**config.mk**
```make
export PLATFORM = sky130hd
export DESIGN_NAME = silence_framed_pingpong_receiver_flat
export DESIGN_NICKNAME = d
export VERILOG_FILES = /design/src/rtl/sfpr_pkg.sv /design/src/rtl/sfpr_in_if.sv /design/src/rtl/sfpr_out_if.sv /design/src/rtl/silence_framed_pingpong_receiver.sv /design/src/flat_wrapper.sv
export SDC_FILE = /design/constraint.sdc
export NUM_CORES = 2
export LEC_CHECK = 0
export BUFFER_PORTS_ARGS = -buffer_cell sky130_fd_sc_hd__buf_2
export CAP_MARGIN = 20
export CORE_UTILIZATION = 59
export CTS_BUF_LIST = sky130_fd_sc_hd__clkbuf_8
export DETAILED_ROUTE_END_ITERATION = 7
export GPL_ROUTABILITY_DRIVEN = 1
export PLACE_DENSITY = 0.82
export SETUP_SLACK_MARGIN = 0.1
export SLEW_MARGIN = 20
export SYNTH_ARGS = -nofsm -noshare
export SYNTH_HDL_FRONTEND = slang
export SYNTH_SLANG_ARGS = --single-unit
```
**constraint.sdc**
```tcl
create_clock -name clk -period 3.9 [get_ports clk]
set_input_delay 0.195 -clock clk [delete_from_list [all_inputs] [get_ports clk]]
set_output_delay 0.195 -clock clk [all_outputs]
set_load 0.005 [all_outputs]
```
**src/rtl/sfpr_pkg.sv**
```systemverilog
`timescale 1ns / 1ps
// shared constants and types for the silence-framed ping-pong receiver
// no dependencies

package sfpr_pkg;

  localparam int FRAME_BYTES = 256;
  localparam int STORE_DEPTH = 2 * FRAME_BYTES;
  localparam int STORE_AW    = $clog2(STORE_DEPTH);
  localparam int CNT_W       = $clog2(FRAME_BYTES + 1);

  localparam logic [15:0] SILENCE_RESET = 16'd35;
  localparam logic [15:0] SILENCE_MAX   = 16'hFFFF;

  typedef enum logic [1:0] {
    OP_RX_BYTE = 2'd0,
    OP_TICK    = 2'd1,
    OP_RELEASE = 2'd2,
    OP_READ    = 2'd3
  } op_t;

  localparam logic CAUSE_SILENCE = 1'b0;
  localparam logic CAUSE_FULL    = 1'b1;

endpackage

```
**src/rtl/sfpr_in_if.sv**
```systemverilog
`timescale 1ns / 1ps
// input channel: received bytes, ticks, release and read requests
// stand-alone, no package needed

interface sfpr_in_if;
  logic       valid;
  logic       ready;
  logic [1:0] operation;
  logic [7:0] rx_data;
  logic       buffer_sel;
  logic [7:0] read_addr;

  modport source (output valid, operation, rx_data, buffer_sel, read_addr, input ready);
  modport sink   (input valid, operation, rx_data, buffer_sel, read_addr, output ready);
endinterface

```
**src/rtl/sfpr_out_if.sv**
```systemverilog
`timescale 1ns / 1ps
// result channel: frame close report, read data and ready flags
// stand-alone, no package needed

interface sfpr_out_if;
  logic       valid;
  logic       ready;
  logic       frame_done;
  logic       done_buffer;
  logic [8:0] done_length;
  logic       close_cause;
  logic [7:0] read_byte;
  logic [1:0] ready_flags;

  modport source (output valid, frame_done, done_buffer, done_length, close_cause,
                  read_byte, ready_flags, input ready);
  modport sink   (input valid, frame_done, done_buffer, done_length, close_cause,
                  read_byte, ready_flags, output ready);
endinterface

```
**src/rtl/silence_framed_pingpong_receiver.sv**
```systemverilog
`timescale 1ns / 1ps
// the result of a beat is registered and appears in the cycle after it is accepted
// throughput: one beat per cycle; the frame store takes one write and one read a cycle
// and the counters update in that cycle; a result held by the sink stalls the input,
// while a result taken in a cycle makes room for a new beat in the same cycle
// reset: synchronous, clears flags, counters, active half and the silence limit (35);
// the frame store is not cleared and holds nothing defined until written
// depends on sfpr_pkg, sfpr_in_if, sfpr_out_if

module silence_framed_pingpong_receiver (
  input  logic            clk,
  input  logic            rst,
  sfpr_in_if.sink         item,
  sfpr_out_if.source      result,
  input  logic            cfg_we,
  input  logic [15:0]     cfg_data
);

  // frame store, two halves of FRAME_BYTES
  logic [7:0] frame_store [sfpr_pkg::STORE_DEPTH];

  logic                        active_half, active_half_next;
  logic [sfpr_pkg::CNT_W-1:0]  write_count, write_count_next;
  logic [1:0]                  half_ready, half_ready_next;
  logic [15:0]                 silence_count, silence_count_next;
  logic                        timer_running, timer_running_next;
  logic [15:0]                 silence_ticks;

  logic       out_valid;
  logic       frame_done, done_buffer, close_cause;
  logic [8:0] done_length;
  logic       rd_flag;
  logic [7:0] rd_data;

  logic       acc;
  logic       close, cause;
  logic       store_we;
  logic [15:0] cnt_inc;
  logic [31:0] wr_lin, rd_lin;
  logic [sfpr_pkg::STORE_AW-1:0] wr_index, rd_index;
  logic       rd_ok;
  sfpr_pkg::op_t op;

  assign op  = sfpr_pkg::op_t'(item.operation);
  assign acc = item.valid && item.ready;
  assign item.ready = !out_valid || result.ready;

  assign wr_lin   = (active_half ? 32'(sfpr_pkg::FRAME_BYTES) : 32'd0) + 32'(write_count);
  assign wr_index = wr_lin[sfpr_pkg::STORE_AW-1:0];
  assign rd_lin   = (item.buffer_sel ? 32'(sfpr_pkg::FRAME_BYTES) : 32'd0)
                    + 32'(item.read_addr);
  assign rd_index = rd_lin[sfpr_pkg::STORE_AW-1:0];
  assign rd_ok    = 32'(item.read_addr) < 32'(sfpr_pkg::FRAME_BYTES);

  assign cnt_inc = (silence_count != sfpr_pkg::SILENCE_MAX) ? silence_count + 16'd1
                                                            : silence_count;

  always_comb begin
    active_half_next   = active_half;
    write_count_next   = write_count;
    half_ready_next    = half_ready;
    silence_count_next = silence_count;
    timer_running_next = timer_running;
    close    = 1'b0;
    cause    = sfpr_pkg::CAUSE_SILENCE;
    store_we = 1'b0;
    if (acc) begin
      unique case (op)
        sfpr_pkg::OP_RX_BYTE: begin
          if (32'(write_count) >= 32'(sfpr_pkg::FRAME_BYTES)) begin
            close = 1'b1;
            cause = sfpr_pkg::CAUSE_FULL;
          end else begin
            store_we         = 1'b1;
            write_count_next = write_count + 1'b1;
            // first byte of a frame only stops the timer
            if (write_count == '0) begin
              timer_running_next = 1'b0;
            end else begin
              silence_count_next = '0;
              timer_running_next = 1'b1;
            end
          end
        end
        sfpr_pkg::OP_TICK: begin
          if (timer_running) begin
            silence_count_next = cnt_inc;
            if (cnt_inc >= silence_ticks) begin
              close = 1'b1;
            end
          end
        end
        sfpr_pkg::OP_RELEASE: begin
          half_ready_next[item.buffer_sel] = 1'b0;
        end
        sfpr_pkg::OP_READ: begin
        end
        default: begin
        end
      endcase
      if (close) begin
        half_ready_next[active_half] = 1'b1;
        active_half_next   = !active_half;
        write_count_next   = '0;
        timer_running_next = 1'b0;
        silence_count_next = '0;
      end
    end
  end

  always_ff @(posedge clk) begin
    if (rst) begin
      active_half   <= 1'b0;
      write_count   <= '0;
      half_ready    <= '0;
      silence_count <= '0;
      timer_running <= 1'b0;
      silence_ticks <= sfpr_pkg::SILENCE_RESET;
      out_valid     <= 1'b0;
    end else begin
      active_half   <= active_half_next;
      write_count   <= write_count_next;
      half_ready    <= half_ready_next;
      silence_count <= silence_count_next;
      timer_running <= timer_running_next;
      if (cfg_we) begin
        silence_ticks <= cfg_data;
      end
      if (acc) begin
        out_valid <= 1'b1;
      end else if (result.ready) begin
        out_valid <= 1'b0;
      end
    end
  end

  // result payload, loaded with each accepted beat
  always_ff @(posedge clk) begin
    if (acc) begin
      frame_done  <= close;
      done_buffer <= close ? active_half : 1'b0;
      done_length <= close ? 9'(write_count) : 9'd0;
      close_cause <= close ? cause : sfpr_pkg::CAUSE_SILENCE;
      rd_flag     <= (op == sfpr_pkg::OP_READ) && rd_ok;
    end
  end

  // store port: read data held until the next beat replaces the result
  always_ff @(posedge clk) begin
    if (store_we) begin
      frame_store[wr_index] <= item.rx_data;
    end
    if (acc) begin
      rd_data <= frame_store[rd_index];
    end
  end

  assign result.valid       = out_valid;
  assign result.frame_done  = frame_done;
  assign result.done_buffer = done_buffer;
  assign result.done_length = done_length;
  assign result.close_cause = close_cause;
  assign result.read_byte   = rd_flag ? rd_data : 8'd0;
  assign result.ready_flags = half_ready;

`ifndef SYNTH
  // the timer only runs once a frame holds two or more bytes
  a_timer_needs_two: assert property (@(posedge clk) disable iff (rst)
    timer_running |-> (32'(write_count) >= 32'd2))
    else $error("silence timer running on a frame shorter than two bytes");

  // every close swaps the active half
  a_close_swaps: assert property (@(posedge clk) disable iff (rst)
    close |=> (active_half != $past(active_half)))
    else $error("frame closed without swapping halves");

  // a stored byte advances the fill count by one
  a_write_advances: assert property (@(posedge clk) disable iff (rst)
    store_we |=> (32'(write_count) == 32'($past(write_count)) + 32'd1))
    else $error("fill count did not advance on a stored byte");
`endif

endmodule

```
**src/flat_wrapper.sv**
```systemverilog
// flat-port wrapper written by rule: the top's interface ports become plain ports
module silence_framed_pingpong_receiver_flat 
  (clk, rst, cfg_we, cfg_data, item_valid, item_operation, item_rx_data, item_buffer_sel, item_read_addr, item_ready, result_valid, result_frame_done, result_done_buffer, result_done_length, result_close_cause, result_read_byte, result_ready_flags, result_ready);
  sfpr_in_if item_i ();
  sfpr_out_if result_i ();
  input  logic clk;
  input  logic rst;
  input  logic cfg_we;
  input  logic [15:0] cfg_data;
  input wire logic [$bits(item_i.valid)-1:0] item_valid;
  input wire logic [$bits(item_i.operation)-1:0] item_operation;
  input wire logic [$bits(item_i.rx_data)-1:0] item_rx_data;
  input wire logic [$bits(item_i.buffer_sel)-1:0] item_buffer_sel;
  input wire logic [$bits(item_i.read_addr)-1:0] item_read_addr;
  output wire logic [$bits(item_i.ready)-1:0] item_ready;
  output wire logic [$bits(result_i.valid)-1:0] result_valid;
  output wire logic [$bits(result_i.frame_done)-1:0] result_frame_done;
  output wire logic [$bits(result_i.done_buffer)-1:0] result_done_buffer;
  output wire logic [$bits(result_i.done_length)-1:0] result_done_length;
  output wire logic [$bits(result_i.close_cause)-1:0] result_close_cause;
  output wire logic [$bits(result_i.read_byte)-1:0] result_read_byte;
  output wire logic [$bits(result_i.ready_flags)-1:0] result_ready_flags;
  input wire logic [$bits(result_i.ready)-1:0] result_ready;
  assign item_i.valid = item_valid;
  assign item_i.operation = item_operation;
  assign item_i.rx_data = item_rx_data;
  assign item_i.buffer_sel = item_buffer_sel;
  assign item_i.read_addr = item_read_addr;
  assign item_ready = item_i.ready;
  assign result_valid = result_i.valid;
  assign result_frame_done = result_i.frame_done;
  assign result_done_buffer = result_i.done_buffer;
  assign result_done_length = result_i.done_length;
  assign result_close_cause = result_i.close_cause;
  assign result_read_byte = result_i.read_byte;
  assign result_ready_flags = result_i.ready_flags;
  assign result_i.ready = result_ready;
  silence_framed_pingpong_receiver u_core (.clk(clk), .rst(rst), .item(item_i), .result(result_i), .cfg_we(cfg_we), .cfg_data(cfg_data));
endmodule
```
==> metrics <==
outcome completed; Final Hold Fails 0; RSZ-0062 raised after global routing true; DRT Wirelength 396000 um; hold depth 2; clock buffer count from CTS 640; port bufs 63; peak fanout along the critical path 5; final max-slew violation count 0; Avg Inst Size Synth roughly 21 um2; YS warnings 0; area delta synth->final 13.4%; wire per inst between 30 and 40 um; top layer used by detailed routing met5; TritonCTS clock tree done; global router's overall resource usage 0.285; Die ar. roughly 0.28 mm2; worst slew pin tran 1.16 ns; Layout Nets between 8k and 9k; Core Area 0.271 mm2; final total power between 80 and 90 mW; GPL Wtd Cong around 0.90; Yosys reg bits ~4.2k; Mapped Cells approximately 7.6k; Num Clock Sinks approximately 4.2k; CP startpoint u_core.silence_count[3]$_SDFFE_PP0P_; Starting Density 0.595; Syn Nets ~7.7k; period utilisation layout 0.993; DRC 0; crit end category register; shortest period the worst path allows 3.87 ns; H-tree Lvls 6; WL met3 between 40000 and 50000 um; crit path launch type register; Data arrival, critical path 4.90 ns; 1st-pass router iterations 6; Critical Path RT approximately 5 ns; clk_lat worst skew 1.11 ns; final clock skew 0.0670 ns; M1 WL 137000 um; Clk pin slew, worst setup/hold paths approximately 0.06 ns; vias in the first global route between 80k and 90k; Worst Min Path Start item_rx_data[5]; Cell variety after synth 53; post-synthesis sequential area ratio 0.771; HPWL after DPL 235000 um; critical path class register to register; Die Y roughly 530 um; max_cap viols 0; Post-synth ARST share 0; R2R cell count 17; maximum clock path buffer count 4; commonest non-fill, non-tap cell in the layout edfxtp_1; first-pass GRT wire length 572000 um; clock root buffer clkbuf_8; share of cells above drive strength 1 0.302; Synth Flop Type edfxtp_1; Synth Cell Area around 0.16 mm2; initial DRC count approximately 12k; via count approximately 85k; Leakage 59.3 nW; chip width ~530 um; initial antenna violation count 9; FF-to-FF Start u_core.silence_count[3]$_SDFFE_PP0P_; Routed Antenna Nets 0; standard-cell row count 191; pwr dens 471 mW/mm2; Fillers between 15k and 20k; Vias per Instance 6.70; final worst setup slack 0.0266 ns; peak supply drop between 500 and 600 uV; Slew Limit Headroom 0.226; pre-CTS setup slack 0.0491 ns; Hold Crit Class primary input to register; f_max 258 MHz; grt ovf 0; most frequent cells in the layout edfxtp_1, mux4_2, nor2_1; Area after DPL around 0.17 mm2; Ports 64; largest net degree at the start of global routing roughly 170; met2 routed WL 192000 um; final setup fails 0; finished layout cell area between 0.15 and 0.2 mm2; EDFF count, synth around 4k
-- kinds of logic (layout without fill, tap and decap cells) --
| logic type | count (synthesis) | in the layout | share of synthesized area |
|---|---|---|---|
| AOI/OAI and AO/OA | 560 | 560 | 0.0223 |
| xor gates and xnor gates | 17 | 17 | 0.000921 |
| adders and majority gates | 21 | 21 | 0.00163 |
| buffers and inverters | 503 | 1987 | 0.0153 |
| DFF | 4163 | 4163 | 0.771 |
| muxes | 1322 | 1322 | 0.162 |
| other | 0 | 13 | 0 |
| and+or+nand+nor | 1052 | 1052 | 0.0268 |
-- final cells by class --
class                   instances  area (um2)  share of cell area
clock buffers                 653        8990              0.0490
repair buffers                863        7920              0.0432
multi-input cells            2972       34900               0.190
clock inverters               443        2280              0.0125
well taps                    3570        4470              0.0244
inverters                      28         113            0.000615
flip-flops and latches       4163      125000               0.680
diodes                         13        32.5            0.000178
-- registers in the layout, summed over array words and instances (netlist names) --
register,count
u_core.timer_running,1
u_core.silence_count,16
u_core.result.done_buffer,1
u_core.rd_data,8
u_core.result.done_length,9
u_core.active_half,1
u_core.frame_store,4096
u_core.result.ready_flags,2
u_core.silence_ticks,16
u_core.write_count,9
u_core.rd_flag,1
u_core.result.frame_done,1
u_core.result.valid,1
u_core.result.close_cause,1
-- critical path, cell delays in order (launching register included) --
cell and delay [ns]:
dfxtp_1 0.34, and4_4 0.22, nand4_1 0.19, buf_6 0.21, nor2_1 0.18, nand3b_1 0.18
buf_4 0.19, nand2_1 0.09, ha_1 0.27, a21o_1 0.21, a21o_1 0.19, a21oi_2 0.22
and2_4 0.19, o211ai_1 0.14, or4_4 0.52, buf_12 0.17, o21ai_0 0.17, a21o_1 0.13
-- Yosys cell counts, types with 3 or more instances --
| master | instances | area [um2] |
|---|---|---|
| nor2_1 | 825 | 3100 |
| edfxtp_1 | 4117 | 124000 |
| o22ai_1 | 106 | 663 |
| nor3b_1 | 5 | 37.5 |
| buf_1 | 35 | 131 |
| o211ai_1 | 5 | 37.5 |
| or3_1 | 3 | 18.8 |
| clkbuf_1 | 201 | 754 |
| buf_4 | 62 | 465 |
| and2_1 | 26 | 163 |
| nor4_1 | 6 | 37.5 |
| xnor2_1 | 5 | 43.8 |
| a22oi_1 | 5 | 37.5 |
| mux4_2 | 1025 | 23100 |
| ha_1 | 21 | 263 |
| nand2b_1 | 9 | 56.3 |
| buf_6 | 21 | 236 |
| xor2_1 | 12 | 105 |
| o21ai_0 | 110 | 551 |
| o221ai_1 | 124 | 1090 |
| a211oi_1 | 33 | 248 |
| nand2_1 | 83 | 312 |
| mux2i_1 | 173 | 1730 |
| nor2b_1 | 6 | 37.5 |
| nand3b_1 | 4 | 30.0 |
| dfxtp_1 | 46 | 921 |
| or2_2 | 5 | 31.3 |
| inv_1 | 28 | 105 |
| a21oi_1 | 141 | 706 |
| nand4_1 | 37 | 231 |
| a31oi_1 | 6 | 37.5 |
| mux2_2 | 124 | 1400 |
| a21o_1 | 18 | 135 |
| nor3_1 | 20 | 100 |
| buf_2 | 156 | 781 |
| nand3_1 | 12 | 60.1 |
-- metrics by stage --
step                utilization  TNS, ns  std cells  hold WS, ns
floorplan                     -        0       7638        0.294
global placement          0.629        0      11500        0.410
detailed placement        0.629        0      11500        0.427
CTS                       0.674        0      12700       0.0307
global route              0.675   -0.690      12700       0.0664
finish                    0.675        0      12700        0.104
-- metal layers --
metal,track usage,vias to the layer above
met4,0.130,4
met3,0.0696,1087
met5,0,-
li1,-,33800
met1,0.378,43500
met2,0.452,6687
-- power by group --
| group | switching (mW) | total [mW] | internal, mW |
|---|---|---|---|
| registers | 0.0235 | 49.2 | 49.2 |
| logic | 2.69 | 4.34 | 1.65 |
| clock network | 16.4 | 32.8 | 16.4 |
| total | 19.1 | 86.4 | 67.3 |
-- final timing paths --
path | endpoint | slack [ns]
min | u_core.frame_store[439][5]$_DFFE_PP_ | 0.10
max reg2reg | u_core.silence_count[8]$_SDFFE_PP0P_ | 0.03
max | u_core.silence_count[8]$_SDFFE_PP0P_ | 0.03
min reg2reg | u_core.result.ready_flags[1]$_SDFFE_PP0P_ | 0.53
-- repair_timing --
action / CTS / global route
setup buffers: 0 / 8
pin swaps: 0 / 5
hold buffers: 83 / 0
gates cloned: 0 / 2
hold endpoints to repair: 2598 / 0
gates resized for setup: 1 / 45
setup endpoints to repair: 12 / 21
Note: power is estimated with default switching activity, not from simulation.
